===== src/rtl/mandelbrot_escape_time_assert.svh =====
// ---------------------------------------------------------------------------
// Mandelbrot escape-time assertion macros
// Concurrent assertion wrappers shared by the datapath and the top level. They
// expand to nothing when SYNTHESIS is defined.
// ---------------------------------------------------------------------------
`ifndef MANDELBROT_ESCAPE_TIME_ASSERT_SVH
`define MANDELBROT_ESCAPE_TIME_ASSERT_SVH
`ifndef SYNTHESIS
// Same-cycle implication, disabled while reset is asserted.
`define MBE_ASSERT_IMPL(name, clk_sig, rst_n_sig, ante, cons) \
	name: assert property (@(posedge clk_sig) disable iff (!rst_n_sig) (ante) |-> (cons)) \
		else $error("mandelbrot_escape_time assertion failed");
// Next-cycle implication, disabled while reset is asserted.
`define MBE_ASSERT_NEXT(name, clk_sig, rst_n_sig, ante, cons) \
	name: assert property (@(posedge clk_sig) disable iff (!rst_n_sig) (ante) |=> (cons)) \
		else $error("mandelbrot_escape_time assertion failed");
`else
`define MBE_ASSERT_IMPL(name, clk_sig, rst_n_sig, ante, cons)
`define MBE_ASSERT_NEXT(name, clk_sig, rst_n_sig, ante, cons)
`endif
`endif


===== src/rtl/mbe_pkg.sv =====
// ---------------------------------------------------------------------------
// Mandelbrot escape-time package
// Field widths, register indexes and the command and status types that join
// the controller to the datapath.
// ---------------------------------------------------------------------------
package mbe_pkg;

	localparam int FRAC_BITS_DEF = 24;
	localparam int MAX_RES_DEF   = 4096;

	localparam int PIX_W     = 12;
	localparam int IN_W      = 2 * PIX_W;
	localparam int WIN_W     = 32;
	localparam int RES_W     = 13;
	localparam int ITER_W    = 8;
	localparam int CFG_IDX_W = 3;

	// Magnitude of pixel times span, and the divider step counter.
	localparam int PROD_W = PIX_W + WIN_W - 1;
	localparam int DCNT_W = $clog2(PROD_W + 1);

	// Stored z components are limited to a magnitude of 2^32 - 1.
	localparam int ZMAG_W = 32;
	localparam int Z_W    = ZMAG_W + 1;

	localparam logic [CFG_IDX_W-1:0] REG_WIN_X_MIN  = 3'd0;
	localparam logic [CFG_IDX_W-1:0] REG_WIN_X_SPAN = 3'd1;
	localparam logic [CFG_IDX_W-1:0] REG_WIN_Y_MIN  = 3'd2;
	localparam logic [CFG_IDX_W-1:0] REG_WIN_Y_SPAN = 3'd3;
	localparam logic [CFG_IDX_W-1:0] REG_RES_X      = 3'd4;
	localparam logic [CFG_IDX_W-1:0] REG_RES_Y      = 3'd5;
	localparam logic [CFG_IDX_W-1:0] REG_MAX_ITER   = 3'd6;

	typedef struct packed {
		logic start;
		logic div_step;
		logic map_end;
		logic mul;
		logic add;
		logic out_load;
	} dp_cmd_t;

	typedef struct packed {
		logic div_done;
		logic lim_zero;
		logic iter_last;
	} dp_status_t;

endpackage


===== src/rtl/mbe_ctrl.sv =====
// ---------------------------------------------------------------------------
// Mandelbrot escape-time controller
// Sequences one pixel through mapping division, iteration and result
// hand-over, and owns the handshakes of both stream sides.
// ---------------------------------------------------------------------------
module mbe_ctrl (
	input  logic                 clk,
	input  logic                 arst_n,
	input  logic                 s_valid,
	output logic                 s_ready,
	output logic                 m_valid,
	input  logic                 m_ready,
	output mbe_pkg::dp_cmd_t     cmd,
	input  mbe_pkg::dp_status_t  status
);
	import mbe_pkg::*;

	typedef enum logic [4:0] {
		ST_IDLE = 5'b00001,
		ST_MAP  = 5'b00010,
		ST_MUL  = 5'b00100,
		ST_ADD  = 5'b01000,
		ST_DONE = 5'b10000
	} state_t;

	state_t state_q;
	state_t state_nxt;
	logic   m_valid_q;
	logic   out_free;

	assign out_free = !m_valid_q || m_ready;
	assign s_ready  = (state_q == ST_IDLE);
	assign m_valid  = m_valid_q;

	always_comb begin
		state_nxt = state_q;
		cmd       = '0;
		case (state_q)
			ST_IDLE: begin
				if (s_valid) begin
					cmd.start = 1'b1;
					state_nxt = ST_MAP;
				end
			end
			ST_MAP: begin
				if (!status.div_done) begin
					cmd.div_step = 1'b1;
				end else begin
					cmd.map_end = 1'b1;
					state_nxt   = status.lim_zero ? ST_DONE : ST_MUL;
				end
			end
			ST_MUL: begin
				cmd.mul   = 1'b1;
				state_nxt = ST_ADD;
			end
			ST_ADD: begin
				cmd.add   = 1'b1;
				state_nxt = status.iter_last ? ST_DONE : ST_MUL;
			end
			ST_DONE: begin
				if (out_free) begin
					cmd.out_load = 1'b1;
					state_nxt    = ST_IDLE;
				end
			end
			default: begin
				state_nxt = ST_IDLE;
			end
		endcase
	end

	always_ff @(posedge clk or negedge arst_n) begin
		if (!arst_n) begin
			state_q   <= ST_IDLE;
			m_valid_q <= 1'b0;
		end else begin
			state_q <= state_nxt;
			if (cmd.out_load) begin
				m_valid_q <= 1'b1;
			end else if (m_ready) begin
				m_valid_q <= 1'b0;
			end
		end
	end

endmodule


===== config.mk =====
export PLATFORM = sky130hd
export DESIGN_NAME = mbe_ctrl
export DESIGN_NICKNAME = d
export VERILOG_FILES = /design/src/rtl/mandelbrot_escape_time_assert.svh /design/src/rtl/mbe_pkg.sv /design/src/rtl/mbe_ctrl.sv
export SDC_FILE = /design/constraint.sdc
export NUM_CORES = 1
export LEC_CHECK = 0
export BUFFER_PORTS_ARGS = -buffer_cell sky130_fd_sc_hd__buf_2
export CORE_AREA = 2 2 39 41
export CTS_CLUSTER_DIAMETER = 80
export CTS_CLUSTER_SIZE = 16
export DETAILED_ROUTE_END_ITERATION = 6
export DIE_AREA = 0 0 41 43
export HOLD_SLACK_MARGIN = 0.15
export PLACE_DENSITY = 0.57
export SLEW_MARGIN = 10
export SYNTH_ARGS = -nofsm -noshare
export SYNTH_HDL_FRONTEND = slang
export SYNTH_SLANG_ARGS = --single-unit

===== constraint.sdc =====
create_clock -name clk -period 1.85 [get_ports clk]
set_clock_uncertainty 0.15 [all_clocks]
set_input_delay 0.0925 -clock clk [delete_from_list [all_inputs] [get_ports clk]]
set_output_delay 0.0925 -clock clk [all_outputs]
set_load 0.01 [all_outputs]

---- Yosys cells after proc, flatten, opt, wreduce, memory -nomap -nowiden ----
Index checks and enable logic that the tools add are counted.
operators by class
  equal/unequal tests ..................... 8
  reduce and logical (&&, ||, !) cells .... 4
  mux-type cells .......................... 17
operator list
  kind                                                                    number
  5-bit 2-to-1 mux                                                        5
  5-bit one-hot mux with 5 select lines                                   1
  1-bit 2-to-1 mux                                                        10
  2-bit inequality test (second input constant)                           3
  5-bit by 1-bit equality test with 1-bit output (second input constant)  1
  5-bit by 2-bit equality test with 1-bit output (second input constant)  1
  5-bit by 3-bit equality test with 1-bit output (second input constant)  1
  5-bit by 4-bit equality test with 1-bit output (second input constant)  1
  5-bit equality test (second input constant)                             1
  3-bit AND reduction                                                     1
  2-bit 2-to-1 mux                                                        1
  2-bit nonzero test                                                      1
  1-bit zero test                                                         1
  1-bit logical OR                                                        1
storage, ports and cells
  bits in registers ....................... 6

---- Logic depth before layout (Yosys ltp) ----
Gate-level depths: netlist of run 1.
  word-level depth ........................ 5
  mapped depth ............................ 4

---- Least setup slack after synthesis of run 1 ----
OpenSTA, ideal clock, no wires.
  kind .................................... register -> output
  start ................................... register state_q[4]
  end ..................................... output cmd[5] (netlist name)
  slack ................................... 0.232 ns
  cell stages (with the launch flop) ...... 5
  data arrival time ....................... 1.376 ns
  required time ........................... 1.607 ns
  buffers on the path ..................... 0
  path through ............................ dfrtp_1 or3_4 or2_4 inv_1 and2_1
RTL lines
  what                    line            text
  from (decl)             mbe_ctrl.sv:26  state_t state_q;
  from (signal assigned)  mbe_ctrl.sv:78  state_q <= state_nxt;
  to (decl)               mbe_ctrl.sv:13  output mbe_pkg::dp_cmd_t cmd,

==> results of run 1 <==
[stage by stage]
stage | cells | worst slack [ns] | util | instance area, sq um
global route | 86 | -0.0152 | 0.460 | 637
detailed placement | 71 | 0.230 | 0.353 | 488
CTS | 86 | 0.0384 | 0.446 | 617
finish | 86 | 0.0304 | 0.460 | 637
floorplan | 39 | 0.232 | - | 383
global placement | 71 | 0.235 | 0.353 | 488
[layer usage]
metal	up-vias	part of all wire	track usage
li1	202	-	-
met1	190	0.47	0.167
met2	15	0.46	0.203
met3	2	0.060	0.105
met4	0	0.013	0.0600
met5	-	0	0
[power by group]
group          internal (mW)  leakage (nW)  switching (mW)  total, mW
registers              0.172        0.0787          0.0235      0.196
clock network         0.0822        0.0150          0.0556      0.138
logic                  0.236         0.229           0.207      0.443
total                  0.491         0.322           0.286      0.776
[final cells by class]
class	instances	area share
Multi-Input combinational cell	32	0.377
Timing Repair Buffer	27	0.306
Sequential cell	6	0.238
Clock buffer	4	0.0413
Tap cell	16	0.0314
Inverter	1	0.00589
[synth_stat cells]
library cell | number | area, sq um
dfrtp_1 | 5 | 125
nor3_4 | 1 | 16.3
nor2b_1 | 3 | 18.8
or2_4 | 1 | 8.76
nand4b_1 | 1 | 8.76
inv_1 | 1 | 3.75
nor3_1 | 2 | 10.0
or2b_2 | 1 | 8.76
nand2b_1 | 2 | 12.5
and3b_2 | 1 | 10.0
and2_1 | 2 | 12.5
nor2_4 | 1 | 11.3
o31a_2 | 1 | 10.0
xor2_1 | 1 | 8.76
o21a_1 | 1 | 7.51
or3_4 | 1 | 11.3
nand3b_1 | 1 | 7.51
a22oi_1 | 1 | 7.51
dfstp_2 | 1 | 26.3
o31ai_1 | 1 | 7.51
and3_1 | 2 | 12.5
a21oi_1 | 3 | 15.0
nor2_1 | 4 | 15.0
a211oi_1 | 1 | 7.51
[logic make-up (layout without fill, tap and decap cells)]
| family | Yosys count | in the layout | share of synthesized area |
|---|---|---|---|
| AO/OA/AOI/OAI | 8 | 8 | 0.144 |
| XOR/XNOR | 1 | 1 | 0.0229 |
| buffers and inverters | 1 | 32 | 0.00979 |
| AND/OR/NAND/NOR | 23 | 23 | 0.428 |
| flip-flops | 6 | 6 | 0.395 |
[critical path, cell delays in order (launching register included)]
cell and delay (ns):
dfrtp_1 0.39, or3_4 0.41, or2_4 0.25, inv_2 0.05, and2_1 0.10, buf_2 0.12
[flip-flops by register name, summed over array words and instances (netlist names)]
register	cells
m_valid	1
state_q	5
[worst paths after layout]
path	end	start	slack, ns	cells past startpoint
max	cmd[5]	state_q[4]	0.03	5
min	state_q[0]	arst_n	0.20	2
max reg2reg	state_q[0]	state_q[4]	0.21	5
min reg2reg	state_q[1]	state_q[1]	0.46	2
max in group asynchronous	state_q[1]	arst_n	0.68	3
min in group clk	state_q[1]	state_q[1]	0.46	2
[timing repair]
item | CTS | global route
setup endpoints to repair | 1 | 3
hold endpoints to repair | 11 | 0
pin swaps | 2 | 1
setup buffers | 4 | 0
hold buffers | 7 | 0
gates resized for setup | 1 | 6
==> results.md, run 1 <==
- Hold Violations, Final: 0
- First-pass GRT wire length: 1.65 mm
- Tot GR Track Use: 0.146
- Placer Congestion: 0.806
- Area growth syn-to-layout: 66.3%
- Startpoint Class: flip-flop
- Largest net degree at the start of global routing: 7
- Setup TNS: 0 ns
- Ant diodes: 0
- Crit path capture type: output pin
- PD cells: 1220 nW/um^2
- Worst skew pair latency: 0.26 ns
- Rel. slew slack: 0.772
- Area occupied by multi-input gates: 240 sq um
- Status: complete, no violations
- Die span in y: 43 microns
- Syn avg cell area: 9.82 sq um
- Site row count: 14
- Commonest non-fill, non-tap cells in the layout: buf_2 (13), dlygate4sd3_1 (7), dfrtp_1 (5), buf_4 (5)
- Drt pass-1 iters: 4
- Overall Power: 0.776 mW
- # setup viols final: 0
- Clock tree buffer depth: 2
- Critical path type: reg2out
- WL/cell: 12.9 microns
- Cells after synthesis: 39
- CTS root buffer: clkbuf_4
- Max Fclk: 550 MHz
- Max Fanout on Critical Path: 2
- Minimum clock period: 1.82 ns
- WHS: 0.196 ns
- Initial antenna violation count: 0
- Post-synth net total: 46
- Grt ovf: 0
- Core region area: 1380 sq um
- Worst-Margin Slew: 0.339 ns
- Commonest non-fill, non-tap cell in the layout: buf_2
- Port Buf Inserts: 14
- Register area: 151 sq um
- Max Cap Viol: 0
- CTS Sinks: 6
- Filler cell count in the final layout: 135
- HPWL Detailed: 636 microns
- Final Max Slew Viols: 0
- Flops & latches, synth: 6
- Layout cells sized above 1: 0.486
- Seq/Total Area, Yosys: 0.395
- Total CTS buffers: 3
- Die ar.: 1760 sq um
- Critical path data arrival time: 1.58 ns
- Via count: 409
- Ports: 15
- Synth Warn #: 0
- Vias in the first global route: 393
- CP Data Required Time: 1.61 ns
- Mapped Area: 383 sq um
- Clk slew on worst S/H paths: 0.06 ns
- Initial drt markers: 6
- Layout net count: 78
- Initial Util: 0.277
- Final ANT Viol Nets: 0
- CTS tree: done
- RSZ-0062 raised after global routing: true
- HP Class: in2async
- Lkg Pwr: 0.322 nW
- Worst vdd ir: 0.653 mV
- Fin crit share: 0.984
- Die X: 41 microns
- Count of cell types in the netlist: 24
- H-tree depth: 1
- WL final: 1.11 mm
- DRC: 0
- Vias/cell: 4.76
No activity file was read; power rests on OpenSTA's default activity.
==> run 2, diff against run 1 <==
--- a/config.mk
+++ b/config.mk
@@ -6,13 +6,15 @@
 export NUM_CORES = 1
 export LEC_CHECK = 0
 export BUFFER_PORTS_ARGS = -buffer_cell sky130_fd_sc_hd__buf_2
-export CORE_AREA = 2 2 39 41
+export CAP_MARGIN = 20
+export CORE_AREA = 10 10 47 49
 export CTS_CLUSTER_DIAMETER = 80
 export CTS_CLUSTER_SIZE = 16
 export DETAILED_ROUTE_END_ITERATION = 6
-export DIE_AREA = 0 0 41 43
+export DIE_AREA = 0 0 57 59
 export HOLD_SLACK_MARGIN = 0.15
 export PLACE_DENSITY = 0.57
+export SETUP_SLACK_MARGIN = 0.15
 export SLEW_MARGIN = 10
 export SYNTH_ARGS = -nofsm -noshare
 export SYNTH_HDL_FRONTEND = slang
==> run 2 against run 1 <==
Sequential cell count stayed put. Total power is 4.8% higher. Clock power is 6% lower. Largest power group unchanged.
==> results.md, run 2 (synthesis gave the netlist of run 1 again) <==
- Status: complete, no violations
- First-pass GRT wire length: 1.77 mm (+7.5%)
- H-tree depth: 1 (unchanged)
- Commonest non-fill, non-tap cells in the layout: buf_2 (11), dlygate4sd3_1 (6), dfrtp_1 (5), buf_6 (5), buf_4 (5)
- Initial antenna violation count: 0 (unchanged)
- CTS tree: done
- Minimum clock period: 1.80 ns (-0.0206 ns)
- Critical Path Slowest Stage Cell: or3_4
- Design area: 668 sq um (+4.9%)
- WL/cell: 12.5 microns (-3.2%)
- RSZ-0062 raised after global routing: true
- PD cells: 1220 nW/um^2 (about the same)
- Setup TNS: 0 ns (unchanged)
- CTS root buffer: clkbuf_4
- Ant diodes: 0 (unchanged)
- Largest net degree at the start of global routing: 7 (unchanged)
- Core region area: 1400 sq um (+1.3%)
- CP Data Required Time: 1.61 ns (about the same)
- Clock tree buffer depth: 2 (unchanged)
- PnR worst setup slack: 0.0511 ns (+0.0206 ns)
- WL final: 1.08 mm (-3.2%)
- Max Fanout on Critical Path: 2 (unchanged)
- Number of cells in the finished layout apart from fillers: 86 (unchanged)
- Vias/cell: 4.63 (-2.7%)
- Critical path data arrival time: 1.56 ns (-0.02 ns)
- Max reg flops: 5 (unchanged)
- DRC: 0 (unchanged)
- Crit path capture type: output pin
- Hold Violations, Final: 0 (unchanged)
- Final Max Slew Viols: 0 (unchanged)
- R2R Setup Slk: 0.20 ns (about the same)
- Crit path cell chain: or3_4 -> or2_4 -> inv_2 -> and2_4 -> buf_6
- Top delay family on crit path: simple AND/OR/NAND/NOR gates
- Max Fclk: 556 MHz (+1.1%)
- Port Buf Inserts: 14 (unchanged)
- # setup viols final: 0 (unchanged)
- Via count: 398 (-2.7%)
- Drt pass-1 iters: 4 (unchanged)
- Vias in the first global route: 408 (+3.8%)
- Area post-placement: 480 sq um (-1.5%)
- Initial drt markers: 6 (unchanged)
- Total CTS buffers: 3 (unchanged)
- Die X: 57 microns (+39%)
- Commonest non-fill, non-tap cell in the layout: buf_2
- Worst skew pair latency: 0.25 ns (about the same)
- CTS Sinks: 6 (unchanged)
- Worst reg2reg path depth: 6 (+1)
- Startpoint Class: flip-flop
- WHS: 0.180 ns (-0.0162 ns)
- Site row count: 14 (unchanged)
- Die span in y: 59 microns (+37%)
- Die ar.: 3360 sq um (+91%)
- Ports: 15 (unchanged)
- Layout cells sized above 1: 0.557 (+0.0714)
- HP Class: in2async
- Max Cap Viol: 0 (unchanged)
- Sum of buffers and inverters on the critical path: 2 (unchanged)
- Tot GR Track Use: 0.0674 (-0.0791)
- Initial Util: 0.273 (-0.00346)
- Crit Reg-Reg Startpoint: state_q[3]
- Worst vdd ir: 0.845 mV (+29%)
- Clk slew on worst S/H paths: 0.05 ns (about the same)
- Cells after DPL: 70 (-1.4%)
- Placer Congestion: 0.791 (-1.9%)
- Reg-to-reg endpoint: state_q[2]
- Worst-Margin Slew: 0.257 ns (-0.0821 ns)
- Layout net count: 78 (unchanged)
- Fin crit share: 0.972 (-0.0112)
- Lkg Pwr: 0.340 nW (+5.5%)
- Area growth syn-to-layout: 74.5%
- Grt ovf: 0 (unchanged)
- HPWL Detailed: 739 microns (+16%)
- Largest register by flop count: state_q
- Rel. slew slack: 0.827 (+0.0550)
- Critical path type: reg2out
- CP max stage delay: 0.40 ns (about the same)
- Final ANT Viol Nets: 0 (unchanged)
- DP Worst Slack: 0.165 ns (-0.0647 ns)
[run 2: layout make-up]
class / count / area (sq um)
fillers: 135 / 733
multi-input cells: 32 / 258
repair buffers: 27 / 209
flip-flops and latches: 6 / 151
clock buffers: 4 / 26.3
well taps: 16 / 20.0
inverters: 1 / 3.75
[run 2: repair_timing]
item | CTS | global route
pin swaps | 6 | 5
setup buffers | 6 | 0
hold buffers | 6 | 0
hold endpoints to repair | 11 | 0
setup endpoints to repair | 4 | 10
resized for setup | 5 | 10
[run 2: routing by layer]
layer,share of wire,global-route usage,vias to the layer above
li1,-,-,206
met1,0.38,0.0712,182
met2,0.52,0.104,10
met3,0.093,0.0494,0
met4,0,0.0201,0
met5,0,0,-
[run 2: worst register-to-register path, delay by kind of cell (launching register included)]
kind / cells / cell delay, ns
AOI/OAI and AO/OA: 1 / 0.10
buffers and inverters: 2 / 0.27
DFF: 1 / 0.38
and+or+nand+nor: 3 / 0.64
[run 2: how the worst max path moves through the flow]
stage          cells past startpoint  endpoint       start
3_5_place_dp                       5    cmd[5]  state_q[4]
4_1_cts                            5    cmd[5]  state_q[0]
6_report                           5    cmd[5]  state_q[3]
5_1_grt                            5    cmd[5]  state_q[3]
2_1_floorplan                      4    cmd[5]  state_q[4]
3_3_place_gp                       5    cmd[5]  state_q[4]
[run 2: through the flow]
stage	util	total power, mW
2_1_floorplan	-	0.432
3_3_place_gp	0.343	0.521
3_5_place_dp	0.343	0.517
4_1_cts	0.446	0.762
5_1_grt	0.477	0.884
6_report	0.477	0.814
[run 2: power by group]
part / total [mW] / leakage (nW) / internal [mW] / switching [mW]
clock: 0.130 / 0.0150 / 0.0817 / 0.0479
sequential: 0.203 / 0.0787 / 0.173 / 0.0303
combinational: 0.481 / 0.247 / 0.271 / 0.211
total: 0.814 / 0.340 / 0.525 / 0.289
==> run 3, diff against run 2 <==
--- a/config.mk
+++ b/config.mk
@@ -7,13 +7,15 @@
 export LEC_CHECK = 0
 export BUFFER_PORTS_ARGS = -buffer_cell sky130_fd_sc_hd__buf_2
 export CAP_MARGIN = 20
+export CELL_PAD_IN_SITES_DETAIL_PLACEMENT = 0
+export CELL_PAD_IN_SITES_GLOBAL_PLACEMENT = 1
 export CORE_AREA = 10 10 47 49
 export CTS_CLUSTER_DIAMETER = 80
 export CTS_CLUSTER_SIZE = 16
 export DETAILED_ROUTE_END_ITERATION = 6
 export DIE_AREA = 0 0 57 59
 export HOLD_SLACK_MARGIN = 0.15
-export PLACE_DENSITY = 0.57
+export PLACE_DENSITY = 0.71
 export SETUP_SLACK_MARGIN = 0.15
 export SLEW_MARGIN = 10
 export SYNTH_ARGS = -nofsm -noshare
==> run 3 against run 2 <==
Register-to-register slack gained 0.02 ns. Clock power is essentially flat. Via count grew 6.8%. Hold slack gained 0.032 ns. Total power shrank 1.7%. Maximum frequency grew 0.81%. Combinational power shrank 1%. Non-clock buffer count grew 2. Largest cell class unchanged. Highest routed layer is now met4.
==> results.md, run 3 (synthesis gave the netlist of run 1 again) <==
- Vias in the first global route: 402 (-1.5%)
- Max Cap Viol: 0 (unchanged)
- RSZ-0062 raised after global routing: true
- Die ar.: 3360 sq um (unchanged)
- Crit Reg-Reg Startpoint: state_q[4]
- R2R Setup Slk: 0.22 ns (+0.02 ns)
- WL final: 1.14 mm (+5.9%)
- Design area: 657 sq um (-1.7%)
- Sum of buffers and inverters on the critical path: 2 (unchanged)
- Hold Violations, Final: 0 (unchanged)
- Critical path data arrival time: 1.54 ns (-0.02 ns)
- CTS tree: done
- Area growth syn-to-layout: 71.6%
- Minimum clock period: 1.78 ns (-0.0144 ns)
- Core region area: 1400 sq um (unchanged)
- Layout net count: 80 (+2.6%)
- Final Max Slew Viols: 0 (unchanged)
- Clock tree buffer depth: 2 (unchanged)
- Setup TNS: 0 ns (unchanged)
- Max Fanout on Critical Path: 2 (unchanged)
- Die X: 57 microns (unchanged)
- DRC: 0 (unchanged)
- Ports: 15 (unchanged)
- Crit path cell chain: or3_4 -> or2_4 -> inv_2 -> and2_4 -> buf_6
- Largest register by flop count: state_q
- PD cells: 1220 nW/um^2 (about the same)
- CTS Sinks: 6 (unchanged)
- # setup viols final: 0 (unchanged)
- HP Class: in2async
- Tot GR Track Use: 0.0655 (-0.00182)
- Ant diodes: 0 (unchanged)
- Final ANT Viol Nets: 0 (unchanged)
- Largest net degree at the start of global routing: 7 (unchanged)
- Commonest non-fill, non-tap cell in the layout: buf_2
- Clk slew on worst S/H paths: 0.04 ns (about the same)
- Worst skew pair latency: 0.24 ns (about the same)
- Startpoint Class: flip-flop
- Max Fclk: 560 MHz (+0.81%)
- Worst vdd ir: 0.666 mV (-21%)
- WL/cell: 12.9 microns (+3.5%)
- Initial drt markers: 3 (-3)
- Die span in y: 59 microns (unchanged)
- WHS: 0.212 ns (+0.0322 ns)
- Layout cells sized above 1: 0.542 (-0.0155)
- Placer Congestion: 0.688 (-13%)
- Grt ovf: 0 (unchanged)
- Port Buf Inserts: 14 (unchanged)
- First-pass GRT wire length: 1.75 mm (-1.6%)
- CP max stage delay: 0.39 ns (about the same)
- Site row count: 14 (unchanged)
- Initial antenna violation count: 0 (unchanged)
- Total CTS buffers: 3 (unchanged)
- Drt pass-1 iters: 4 (unchanged)
- Via count: 425 (+6.8%)
- Top delay family on crit path: simple AND/OR/NAND/NOR gates
- Commonest non-fill, non-tap cells in the layout: buf_2 (13), buf_4 (8), dlygate4sd3_1 (6), dfrtp_1 (5)
- CTS root buffer: clkbuf_4
- Worst reg2reg path depth: 5 (-1)
- Crit path capture type: output pin
- Filler cell count in the final layout: 145 (+7.4%)
- CP Data Required Time: 1.61 ns (about the same)
- Critical path type: reg2out
- Area post-placement: 480 sq um (unchanged)
- Critical Path Slowest Stage Cell: or3_4
- Rel. slew slack: 0.819 (-0.00872)
- Worst-Margin Slew: 0.270 ns (+0.0130 ns)
- Initial Util: 0.273 (unchanged)
- Fin crit share: 0.965 (-0.00779)
- Vias/cell: 4.83 (+4.4%)
- Reg-to-reg endpoint: state_q[4]
- Status: complete, no violations
- H-tree depth: 1 (unchanged)
- Max reg flops: 5 (unchanged)
- Lkg Pwr: 0.336 nW (-1.2%)
run 3: per-stage QoR:
step | util | worst slack (ns) | power (mW) | cells
after global routing | 0.469 | 0.0180 | 0.858 | 88
final | 0.469 | 0.0655 | 0.800 | 88
after global placement | 0.343 | 0.179 | 0.521 | 70
after floorplan | - | 0.232 | 0.432 | 39
after detailed placement | 0.343 | 0.175 | 0.524 | 70
after CTS | 0.446 | 0.0440 | 0.769 | 86
run 3: layout make-up:
class | count | area, sq um | share of cell area
Multi-Input combinational cell | 32 | 248 | 0.377
Timing Repair Buffer | 29 | 208 | 0.316
Sequential cell | 6 | 151 | 0.230
Inverter | 1 | 3.75 | 0.00571
Tap cell | 16 | 20.0 | 0.0305
Clock buffer | 4 | 26.3 | 0.0400
run 3: per-layer routing:
metal,GRT usage,up-vias,wire length [microns]
li1,-,205,-
met1,0.0613,211,404
met2,0.116,7,674
met3,0.0215,2,52
met4,0.0503,0,6
met5,0,-,0
run 3: timing repair:
action | 4_1_cts | 5_1_grt
hold buffers | 6 | 0
setup endpoints to repair | 4 | 10
cloned | 0 | 0
gates resized for setup | 5 | 4
hold endpoints to repair | 11 | 0
buffers inserted | 6 | 2
pin swaps | 6 | 3
run 3: worst max path at each step:
stage	from	endpoint	slack (ns)	depth (start not counted)
2_1_floorplan	state_q[4]	cmd[5]	0.23	4
3_3_place_gp	state_q[4]	cmd[5]	0.18	5
3_5_place_dp	state_q[4]	cmd[5]	0.17	5
4_1_cts	state_q[0]	cmd[5]	0.04	5
5_1_grt	state_q[4]	cmd[5]	0.02	5
6_report	state_q[4]	cmd[5]	0.07	5
run 3: report_power, final:
part           total (mW)  internal, mW  switching, mW  leakage (nW)
Sequential          0.199         0.172         0.0265        0.0787
Clock               0.127        0.0816         0.0454        0.0150
Combinational       0.474         0.261          0.213         0.243
run 3: worst register-to-register path, stage by stage, from the launching register on:
cell and delay (ns):
dfrtp_1 0.37, or3_4 0.39, or2_4 0.27, buf_4 0.14
nor2_4 0.08, o31ai_1 0.09
